<file path="src/hdl/per_cpu_starvation_watchdog_assert.svh">
// ----------------------------------------------------------------------------
// Starvation watchdog assertion macros
// Shared concurrent assertion forms, clocked on clk and disabled in reset.
// ----------------------------------------------------------------------------
`ifndef PER_CPU_STARVATION_WATCHDOG_ASSERT_SVH
`define PER_CPU_STARVATION_WATCHDOG_ASSERT_SVH

// The consequent must hold in the same cycle as the antecedent.
`define PCSW_ASSERT_SAME(label, ante, cons, msg) \
	label: assert property (@(posedge clk) disable iff (!arst_n) (ante) |-> (cons)) \
		else $error(msg);

// The consequent must hold in the cycle after the antecedent.
`define PCSW_ASSERT_NEXT(label, ante, cons, msg) \
	label: assert property (@(posedge clk) disable iff (!arst_n) (ante) |=> (cons)) \
		else $error(msg);

`endif

</file>
<file path="src/hdl/pcsw_pkg.sv">
`timescale 1ns / 1ps
// ----------------------------------------------------------------------------
// Starvation watchdog package
// Widths, codes, shared types and the wrap-aware time compare.
// ----------------------------------------------------------------------------
package pcsw_pkg;

	localparam int SLOT_W         = 3;
	localparam int NUM_SLOTS      = 1 << SLOT_W;
	localparam int TIME_W         = 32;
	localparam int THR_W          = 16;
	localparam int TALLY_W        = 2;
	localparam int ALERT_MAX      = 3;
	localparam int WINDOW_SECONDS = 60;
	localparam int CFG_IDX_W      = 2;
	localparam int CFG_DATA_W     = 16;
	localparam int S_DATA_W       = 40;
	localparam int M_DATA_W       = 40;
	localparam int REQ_W          = 2;
	localparam int VERDICT_W      = 2;
	localparam logic [THR_W-1:0] THR_RESET = THR_W'(10);

	typedef enum logic [REQ_W-1:0] {
		REQ_SAMPLE = 2'd0,
		REQ_TOUCH  = 2'd1,
		REQ_START  = 2'd2
	} req_t;

	typedef enum logic [VERDICT_W-1:0] {
		VERDICT_HEALTHY = 2'd0,
		VERDICT_ALERT   = 2'd1,
		VERDICT_LIMIT   = 2'd2
	} verdict_t;

	typedef enum logic [CFG_IDX_W-1:0] {
		CFG_ENABLE    = 2'd0,
		CFG_CPU_MASK  = 2'd1,
		CFG_THRESHOLD = 2'd2
	} cfg_idx_t;

	typedef struct packed {
		logic                 enable;
		logic [NUM_SLOTS-1:0] cpu_mask;
		logic [THR_W-1:0]     threshold;
	} cfg_t;

	typedef struct packed {
		logic [TIME_W-1:0]  touch_time;
		logic [TALLY_W-1:0] alert_tally;
		logic [TIME_W-1:0]  window_begin;
	} slot_entry_t;

	typedef struct packed {
		logic              touch_we;
		logic              tally_we;
		logic              window_we;
		logic [SLOT_W-1:0] slot;
		slot_entry_t       data;
	} slot_upd_t;

	typedef struct packed {
		logic              has_result;
		logic [SLOT_W-1:0] slot;
		verdict_t          verdict;
		logic [TIME_W-1:0] stuck;
	} result_t;

	// True when a is strictly after b, modulo 2^32.
	function automatic logic later_than(input logic [TIME_W-1:0] a,
	                                    input logic [TIME_W-1:0] b);
		logic [TIME_W-1:0] d;
		d = b - a;
		return d[TIME_W-1];
	endfunction

endpackage

</file>
<file path="src/hdl/per_cpu_starvation_watchdog.sv">
`timescale 1ns / 1ps
// The watchdog takes one event word per clock cycle unless the event in the
// evaluation stage has a verdict and a waiting verdict word is not taken. An
// enabled and monitored sample yields a verdict word that passes through the
// input register and then the output register, where it is presented; touch,
// start, unused request types and unmonitored samples give no word. The slot
// table read-modify-write completes as the event advances out of the evaluation stage, so back-to-back events on the
// same slot see each other's updates. An output register holds a waiting verdict
// while the next event is taken in. Configuration is to be changed only while no
// event is in flight; the user is bound to this, the block does not enforce it.
// ----------------------------------------------------------------------------
// Per-CPU starvation watchdog
// Input register, slot table evaluation and output register around it.
// ----------------------------------------------------------------------------
module per_cpu_starvation_watchdog (
	input  logic                             clk,
	input  logic                             arst_n,
	input  logic                             cfg_we,
	input  logic [pcsw_pkg::CFG_IDX_W-1:0]   cfg_index,
	input  logic [pcsw_pkg::CFG_DATA_W-1:0]  cfg_wdata,
	input  logic                             s_tvalid,
	output logic                             s_tready,
	// cpu_index [2:0], now_seconds [34:3], zero fill above
	input  logic [pcsw_pkg::S_DATA_W-1:0]    s_tdata,
	// req_type [1:0]
	input  logic [pcsw_pkg::REQ_W-1:0]       s_tuser,
	output logic                             m_tvalid,
	input  logic                             m_tready,
	// slot_out [2:0], stuck_seconds [34:3], zero fill above
	output logic [pcsw_pkg::M_DATA_W-1:0]    m_tdata,
	// verdict [1:0]
	output logic [pcsw_pkg::VERDICT_W-1:0]   m_tuser
);
	import pcsw_pkg::*;

	cfg_t              cfg;
	slot_entry_t       entry;
	slot_upd_t         upd;
	result_t           res;

	logic              valid_s1;
	req_t              kind_s1;
	logic [SLOT_W-1:0] slot_s1;
	logic [TIME_W-1:0] now_s1;

	logic              valid_s2;
	logic [SLOT_W-1:0] slot_s2;
	verdict_t          verdict_s2;
	logic [TIME_W-1:0] stuck_s2;

	logic              advance;

	assign advance  = valid_s1 && (!res.has_result || !valid_s2 || m_tready);
	assign s_tready = !valid_s1 || advance;

	always_ff @(posedge clk or negedge arst_n) begin
		if (!arst_n) begin
			valid_s1 <= 1'b0;
		end else if (s_tready) begin
			valid_s1 <= s_tvalid;
		end
	end

	always_ff @(posedge clk) begin
		if (s_tvalid && s_tready) begin
			kind_s1 <= req_t'(s_tuser);
			slot_s1 <= s_tdata[SLOT_W-1:0];
			now_s1  <= s_tdata[SLOT_W+TIME_W-1:SLOT_W];
		end
	end

	pcsw_cfg_regs u_cfg (
		.clk       (clk),
		.arst_n    (arst_n),
		.cfg_we    (cfg_we),
		.cfg_index (cfg_index),
		.cfg_wdata (cfg_wdata),
		.cfg       (cfg)
	);

	pcsw_slot_table u_table (
		.clk      (clk),
		.arst_n   (arst_n),
		.rd_slot  (slot_s1),
		.rd_entry (entry),
		.upd      (upd)
	);

	pcsw_eval u_eval (
		.go    (advance),
		.cfg   (cfg),
		.kind  (kind_s1),
		.slot  (slot_s1),
		.now   (now_s1),
		.entry (entry),
		.upd   (upd),
		.res   (res)
	);

	always_ff @(posedge clk or negedge arst_n) begin
		if (!arst_n) begin
			valid_s2 <= 1'b0;
		end else if (advance && res.has_result) begin
			valid_s2 <= 1'b1;
		end else if (m_tready) begin
			valid_s2 <= 1'b0;
		end
	end

	always_ff @(posedge clk) begin
		if (advance && res.has_result) begin
			slot_s2    <= res.slot;
			verdict_s2 <= res.verdict;
			stuck_s2   <= res.stuck;
		end
	end

	assign m_tvalid = valid_s2;
	assign m_tdata  = {{(M_DATA_W - TIME_W - SLOT_W){1'b0}}, stuck_s2, slot_s2};
	assign m_tuser  = verdict_s2;

`include "per_cpu_starvation_watchdog_assert.svh"

	`PCSW_ASSERT_NEXT(a_s1_hold, valid_s1 && !advance, valid_s1 && $stable(now_s1), "stalled event word lost or changed")
	`PCSW_ASSERT_NEXT(a_out_load, advance && res.has_result, m_tvalid && m_tdata[2:0] == $past(slot_s1), "verdict word not loaded")
	`PCSW_ASSERT_NEXT(a_out_drain, m_tvalid && m_tready && !(advance && res.has_result), !m_tvalid, "taken verdict word repeated")
	`PCSW_ASSERT_SAME(a_healthy_zero, m_tvalid && m_tuser == VERDICT_HEALTHY, m_tdata[34:3] == '0, "healthy verdict with nonzero stuck time")
	`PCSW_ASSERT_SAME(a_no_write_stall, !advance, !upd.touch_we && !upd.tally_we && !upd.window_we, "slot table written without advance")

endmodule

</file>
<file path="src/hdl/pcsw_cfg_regs.sv">
`timescale 1ns / 1ps
// ----------------------------------------------------------------------------
// Starvation watchdog configuration registers
// Holds enable, slot mask and threshold, written through a plain write port.
// ----------------------------------------------------------------------------
module pcsw_cfg_regs (
	input  logic                           clk,
	input  logic                           arst_n,
	input  logic                           cfg_we,
	input  logic [pcsw_pkg::CFG_IDX_W-1:0]  cfg_index,
	input  logic [pcsw_pkg::CFG_DATA_W-1:0] cfg_wdata,
	output pcsw_pkg::cfg_t                 cfg
);
	import pcsw_pkg::*;

	logic                 enable_q;
	logic [NUM_SLOTS-1:0] cpu_mask_q;
	logic [THR_W-1:0]     threshold_q;

	always_ff @(posedge clk or negedge arst_n) begin
		if (!arst_n) begin
			enable_q    <= 1'b1;
			cpu_mask_q  <= '1;
			threshold_q <= THR_RESET;
		end else if (cfg_we) begin
			case (cfg_idx_t'(cfg_index))
				CFG_ENABLE:    enable_q    <= cfg_wdata[0];
				CFG_CPU_MASK:  cpu_mask_q  <= cfg_wdata[NUM_SLOTS-1:0];
				CFG_THRESHOLD: threshold_q <= cfg_wdata[THR_W-1:0];
				default:       ;
			endcase
		end
	end

	assign cfg.enable    = enable_q;
	assign cfg.cpu_mask  = cpu_mask_q;
	assign cfg.threshold = threshold_q;

endmodule

</file>
<file path="src/hdl/pcsw_slot_table.sv">
`timescale 1ns / 1ps
// ----------------------------------------------------------------------------
// Starvation watchdog slot table
// Per-slot touch time, alert tally and window start, one read and one update.
// ----------------------------------------------------------------------------
module pcsw_slot_table (
	input  logic                        clk,
	input  logic                        arst_n,
	input  logic [pcsw_pkg::SLOT_W-1:0] rd_slot,
	output pcsw_pkg::slot_entry_t       rd_entry,
	input  pcsw_pkg::slot_upd_t         upd
);
	import pcsw_pkg::*;

	logic [TIME_W-1:0]  touch_time_q   [NUM_SLOTS];
	logic [TALLY_W-1:0] alert_tally_q  [NUM_SLOTS];
	logic [TIME_W-1:0]  window_begin_q [NUM_SLOTS];

	always_ff @(posedge clk or negedge arst_n) begin
		if (!arst_n) begin
			for (int i = 0; i < NUM_SLOTS; i++) begin
				touch_time_q[i]   <= '0;
				alert_tally_q[i]  <= '0;
				window_begin_q[i] <= '0;
			end
		end else begin
			if (upd.touch_we) begin
				touch_time_q[upd.slot] <= upd.data.touch_time;
			end
			if (upd.tally_we) begin
				alert_tally_q[upd.slot] <= upd.data.alert_tally;
			end
			if (upd.window_we) begin
				window_begin_q[upd.slot] <= upd.data.window_begin;
			end
		end
	end

	assign rd_entry.touch_time   = touch_time_q[rd_slot];
	assign rd_entry.alert_tally  = alert_tally_q[rd_slot];
	assign rd_entry.window_begin = window_begin_q[rd_slot];

endmodule

</file>
<file path="src/hdl/pcsw_eval.sv">
`timescale 1ns / 1ps
// ----------------------------------------------------------------------------
// Starvation watchdog event evaluation
// Decides the slot update and the verdict for one registered event word.
// ----------------------------------------------------------------------------
module pcsw_eval (
	input  logic                        go,
	input  pcsw_pkg::cfg_t              cfg,
	input  pcsw_pkg::req_t              kind,
	input  logic [pcsw_pkg::SLOT_W-1:0] slot,
	input  logic [pcsw_pkg::TIME_W-1:0] now,
	input  pcsw_pkg::slot_entry_t       entry,
	output pcsw_pkg::slot_upd_t         upd,
	output pcsw_pkg::result_t           res
);
	import pcsw_pkg::*;

	logic               win_expired;
	logic               starved;
	logic [TALLY_W-1:0] tally_w;
	logic [TIME_W-1:0]  window_w;
	logic [TIME_W-1:0]  stuck_w;

	always_comb begin
		win_expired = later_than(now, entry.window_begin + TIME_W'(WINDOW_SECONDS));
		tally_w     = win_expired ? '0 : entry.alert_tally;
		window_w    = win_expired ? now : entry.window_begin;
		starved     = later_than(now, entry.touch_time + TIME_W'(cfg.threshold));
		stuck_w     = now - entry.touch_time;

		upd            = '0;
		upd.slot       = slot;
		upd.data       = entry;
		res            = '0;
		res.slot       = slot;
		res.verdict    = VERDICT_HEALTHY;

		case (kind)
			REQ_START: begin
				upd.touch_we          = go;
				upd.window_we         = go;
				upd.data.touch_time   = now;
				upd.data.window_begin = now;
			end
			REQ_TOUCH: begin
				upd.touch_we        = go;
				upd.data.touch_time = now;
			end
			REQ_SAMPLE: begin
				if (cfg.enable && cfg.cpu_mask[slot]) begin
					res.has_result        = 1'b1;
					upd.tally_we          = go;
					upd.window_we         = go;
					upd.data.alert_tally  = tally_w;
					upd.data.window_begin = window_w;
					if (starved) begin
						upd.touch_we        = go;
						upd.data.touch_time = now;
						res.stuck           = stuck_w;
						if (tally_w >= TALLY_W'(ALERT_MAX)) begin
							res.verdict = VERDICT_LIMIT;
						end else begin
							res.verdict          = VERDICT_ALERT;
							upd.data.alert_tally = tally_w + 1'b1;
						end
					end
				end
			end
			default: ;
		endcase
	end

endmodule
</file>
<file path="config.mk">
export PLATFORM = sky130hd
export DESIGN_NAME = per_cpu_starvation_watchdog
export DESIGN_NICKNAME = d
export VERILOG_FILES = /design/src/hdl/pcsw_pkg.sv /design/src/hdl/per_cpu_starvation_watchdog.sv /design/src/hdl/pcsw_cfg_regs.sv /design/src/hdl/pcsw_slot_table.sv /design/src/hdl/pcsw_eval.sv
export VERILOG_INCLUDE_DIRS = /design/src /design/src/hdl
export SDC_FILE = /design/constraint.sdc
export NUM_CORES = 1
export LEC_CHECK = 0
export BUFFER_PORTS_ARGS = -buffer_cell sky130_fd_sc_hd__buf_4
export CORE_UTILIZATION = 68
export DETAILED_ROUTE_END_ITERATION = 10
export PLACE_DENSITY = 0.86
export SETUP_SLACK_MARGIN = 0.2
export SKIP_CTS_REPAIR_TIMING = 1
export SLEW_MARGIN = 20
export SYNTH_ARGS = -nofsm -noshare
export SYNTH_HDL_FRONTEND = slang
export SYNTH_HIERARCHICAL = 1
export SYNTH_SLANG_ARGS = --single-unit
</file>
<file path="constraint.sdc">
create_clock -name clk -period 14.1 [get_ports clk]
set_input_delay 0.705 -clock clk [delete_from_list [all_inputs] [get_ports clk]]
set_output_delay 0.705 -clock clk [all_outputs]
set_load 0.01 [all_outputs]
</file>
# Word-level counts from Yosys, hierarchy flattened
# Cells that the tools add are included.
[totals]
regBits = 629
output_inout_bits = 44
elab_cells = 105
[classes]
add_sub_neg = 6
order_cmp = 4
eq_ne = 4
n_mux = 36
n_bitwise = 1
reduce_logical = 19
[op_table]
columns = ["operator", "n"]
rows = [
  ["256-bit bitwise mux", 2],
  ["32-bit binary-select mux with 3-bit select", 2],
  ["32-bit two-way mux", 6],
  ["32-bit one-hot mux with 2 select lines", 2],
  ["32-bit demux with 3-bit select", 1],
  ["32-bit subtractor", 3],
  ["66-bit two-way mux", 1],
  ["34-bit two-way mux", 1],
  ["32-bit by 16-bit adder with 32-bit output", 1],
  ["32-bit by 6-bit adder with 32-bit output (second input constant)", 1],
  ["16-bit bitwise mux", 1],
  ["2-bit two-way mux", 7],
  ["1-bit two-way mux", 7],
  ["2-bit binary-select mux with 3-bit select", 1],
  ["2-bit demux with 3-bit select", 1],
  ["2-bit AND reduction", 3],
  ["1-bit logical AND", 5],
  ["2-bit by 1-bit == test with 1-bit output (second input constant)", 2],
  ["2-bit == test (second input constant)", 2],
  ["4-bit >= comparator (second input constant)", 1],
  ["2-bit zero test", 2],
  ["3-bit by 4-bit < comparator with 1-bit output (second input constant)", 1],
  ["4-bit by 1-bit < comparator with 1-bit output (second input constant)", 1],
  ["3-bit inverter with 4-bit output", 1],
  ["10 further kinds", 15],
]

# Longest topological paths before layout
[depth]
depth_word = 13
mapped_depth = 23

# Cells and area by module
# Netlist, hierarchy kept.
[modules_own_cells]
columns = ["module", "instances", "cells_each", "area_each_um2", "seq_area_each_um2"]
rows = [
  ["pcsw_slot_table", 1, 1377, 23807.8, 13212.7],
  ["pcsw_eval", 1, 856, 6258.5, 0.0],
  ["per_cpu_starvation_watchdog", 1, 90, 2369.8, 2272.2],
  ["pcsw_cfg_regs", 1, 55, 1016.0, 639.4],
]

# Worst setup path before layout
# Ideal clock, no wire load.
[synth_timing]
kind = "register -> register"
startpoint = "register slot_s1[2]"
endpoint = "register u_table/touch_time_q[107] (netlist bit)"
arrival_ns = 5.347
setup_slack_ns = 8.628
stages_incl_launch_ff = 23
n_path_buf = 6
synth_period_minus_slack_ns = 5.472
path_cell_list = "edfxtp_1 -> buf_2 -> buf_2 -> buf_1 -> mux4_2 -> mux2_2 -> inv_1 -> ha_1 -> ha_1 -> a21o_1 -> a21o_1 -> a211o_1 -> a2111oi_4 -> a22oi_4 -> xor2_4 -> nand2_1 -> a21oi_1 -> and2_1 -> buf_2 -> nor4bb_1 -> clkbuf_2 -> buf_4 -> mux2_2"
[synth_rtl]
columns = ["element", "line_no", "text"]
rows = [
  ["from (decl)", "per_cpu_starvation_watchdog.sv:43", "logic [SLOT_W-1:0] slot_s1;"],
  ["from (signal assigned)", "per_cpu_starvation_watchdog.sv:67", "slot_s1 <= s_tdata[SLOT_W-1:0];"],
  ["to (signal, indexed assignment)", "pcsw_slot_table.sv:28", "touch_time_q[upd.slot] <= upd.data.touch_time;"],
  ["to (decl)", "pcsw_slot_table.sv:15", "logic [TIME_W-1:0] touch_time_q [NUM_SLOTS];"],
]

==> run metrics <==
TritonCTS clock tree=done; # nets final=about 2600; fraction of the core area covered by cells at the end of the flow=around 77%; wire length of the first global-routing pass=around 130 mm; detailed-route DRC error count=0; Pwr Density=171.6 nW/um2; peak per-stage delay on the critical path=just over 0.8 ns; insertion delay of the later-clocked pin in the worst-skew pair=about 0.61 ns; library cell with the highest instance count after synthesis=sky130_fd_sc_hd__mux2_2; share of final-layout standard cells stronger than drive strength 1=40.57%; Max stage delay cell, worst path=sky130_fd_sc_hd__buf_4; leading cell types by count after synthesis=581 x sky130_fd_sc_hd__mux2_2, 544 x sky130_fd_sc_hd__dfrtp_1, 139 x sky130_fd_sc_hd__ha_1; Arr. time, crit path=between 8 and 9 ns; Max-Cap Viols=0; largest fanout on the critical path=55; aggregate routed wire length=~85 mm; post-synthesis area per instance=around 14 um2; count of inserted antenna diode cells=0; dominant cells by area after synthesis=sky130_fd_sc_hd__dfrtp_1 41%, sky130_fd_sc_hd__mux2_2 20%, sky130_fd_sc_hd__mux4_2 8.0%; antenna violations before repair=0; via-per-instance ratio=around 6.9; Fin Setup TNS=0 ns; post-synthesis sequential element count=629; tightest hold margin=a little under 0.2 ns; register area share after synthesis=48.20%; Clock Root Buffer=sky130_fd_sc_hd__clkbuf_16; total count of max-transition violations in the final report=0; overall routing resource usage=between 30% and 40%; Static Leak=17.23 nW; number of vias after detailed routing=approximately 22000; mean routed wirelength per cell=27.05 um; combined area of all synthesized cells=between 30000 and 40000 um2; async set or reset register ratio after synthesis=between 80% and 90%; final period demand of the worst path=around 8 ns; Pre-Repair DR Iteration Count=6; DIE AREA=approximately 50000 um2; EDFF count, synth=74; Post-synth top flop=sky130_fd_sc_hd__dfrtp_1; instance count of the mapped netlist=~2400; nature of the critical path endpoint=register; Core Area=approximately 48000 um2; Post-Route Skew=between 0.015 and 0.02 ns; Yosys top cell area share=roughly two fifths; upper clock frequency limit=125.4 MHz; count of distinct cell types in the synthesized netlist=78; sum of internal, switching and leakage power=6.331 mW; detailed router's first-iteration violation count=between 2000 and 2500; CTS H-tree depth=3; Finish-stage setup viols=0; post-route ant nets=0; final hold violation count=0; number of buffers created by CTS=66; final worst-path cycle share=56.54%; vias in the first global route=~22000; critical path launch point type=register; warnings from Yosys=6; classification of the worst-slack hold path=primary input to async pin; quantity of I/O buffers inserted on ports=98; run status=finished clean; Vert. Die Dim=around 220 um; largest voltage drop on the vdd net=108.7 uV; clock transition time at the flip-flop clock pins of the worst setup and hold paths=roughly 0.060 ns; largest area contributor in the netlist=sky130_fd_sc_hd__dfrtp_1; Most common cell on crit path=sky130_fd_sc_hd__buf_4; RSZ-0062 raised after global routing=false; HPWL after DPL=around 52 mm; worst-path cell chain=buf_4 -> buf_4 -> mux4_2 -> mux2_2 -> inv_1 -> fa_1 -> inv_1 -> ha_1 -> and3_1 -> a221oi_1 -> a211o_1 -> a31o_1 -> a22oi_4 -> xor2_4 -> nand2_1 -> a21oi_1 -> and2_1 -> nor4bb_4 -> buf_4 -> mux2_2; pin count of the biggest net entering global routing=194; total overflow reported by the global router=0; Initial Util=between 60% and 70%; worst-margin pin slew=1.161 ns; layout overhead on the synthesized area=10.28%; headroom to the max-slew limit=roughly a fifth; number of placement rows=80; Worst Path Class, Setup=register to register; overall die width=~220 um; data required time of the worst path=14.58 ns; IO Pins=about 110; Final GP Congestion=0.9199; Max clock buf depth=3; number of clock sinks=629
## metal layers
metal / track usage (%) / vias to the layer above / share of wire, %
met5: 0 / - / 0
met4: 13.41 / 0 / 3.9
met3: 7.083 / 226 / 7.8
met2: 54.10 / 1019 / 47
met1: 48.53 / 11280 / 41
li1: - / 9024 / -
## layout make-up
class / count / area (um2)
Sequential cell: 629 / 16120
Clock buffer: 100 / 1976
Multi-Input combinational cell: 1488 / 16210
Inverter: 106 / 397.9
Clock inverter: 18 / 280.3
Timing Repair Buffer: 134 / 1084
Fill cell: 2757 / 11260
Tap cell: 656 / 820.8
## state kept, by name, indices dropped and copies added, names as in the netlist
name / cells
u_table/touch_time_q: 256
u_table/window_begin_q: 256
now_s1: 32
stuck_s2: 32
u_cfg/threshold_q: 16
u_table/alert_tally_q: 16
u_cfg/cpu_mask_q: 8
slot_s1: 3
slot_s2: 3
kind_s1: 2
m_tuser: 2
m_tvalid: 1
u_cfg/enable_q: 1
valid_s1: 1
## where the power goes
group          leakage [nW]  switching (mW)  internal (mW)
Sequential             8.10           0.255           2.29
Clock                  1.11           0.720           1.10
Combinational          8.02            1.03          0.934
Total                  17.2            2.01           4.32
## cell families after synthesis
logic type | Yosys count | synth area share [%]
other | 1 | 0.01121
buffers and inverters | 265 | 3.864
AND/OR/NAND/NOR | 272 | 4.597
adder cells (fa/ha/maj) | 155 | 6.157
multiplexers | 759 | 30.32
AO/OA/AOI/OAI | 272 | 6.138
XOR/XNOR | 25 | 0.7107
flip-flops | 629 | 48.20
## stage by stage
step / area [um2] / std cells / setup slack (ns)
5_1_grt: 36890 / 3131 / 5.927
3_3_place_gp: 34570 / 3012 / 6.445
6_report: 36890 / 3131 / 6.128
4_1_cts: 36830 / 3130 / 6.281
3_5_place_dp: 34570 / 3012 / 6.308
2_1_floorplan: 33470 / 2382 / 8.628
## worst max-delay path, delay by kind of cell, from the launching register on
family | cells | cell delay [ns]
simple gates | 4 | 1.61
xor+xnor | 1 | 0.41
flops | 1 | 0.32
compound gates | 5 | 1.34
fa+ha+maj | 2 | 0.67
buf+inv | 5 | 2.29
mux | 3 | 1.15
## placed cells by master, fill, tap and decap left out, drive strengths merged, types with 54 or more instances in the layout
master  netlist  layout
mux2        620     620
dfrtp       544     544
ha          139     139
buf         106     134
mux4        134     134
inv         106     107
clkbuf       53     100
edfxtp       74      74
a22oi        62      62
nand2        62      62
nor2         54      54
## worst paths after layout
| path | slack (ns) | cells past startpoint | end | startpoint |
|---|---|---|---|---|
| worst max-delay path | 6.13 | 20 | u_table/touch_time_q[119]$_DFFE_PN0P_ | slot_s1[2]$_DFFE_PP_ |
| worst min-delay path | 0.20 | 1 | u_table/touch_time_q[249]$_DFFE_PN0P_ | arst_n |
| worst max register to register | 6.13 | 20 | u_table/touch_time_q[119]$_DFFE_PN0P_ | slot_s1[2]$_DFFE_PP_ |
| worst min register to register | 0.49 | 1 | u_table/touch_time_q[233]$_DFFE_PN0P_ | u_table/touch_time_q[233]$_DFFE_PN0P_ |
| max in group asynchronous | 12.33 | 3 | u_cfg/threshold_q[2]$_DFFE_PN0P_ | arst_n |
| min in group clk | 0.27 | 1 | now_s1[5]$_DFFE_PP_ | s_tdata[8] |
Power figures use the tool's default switching activity.
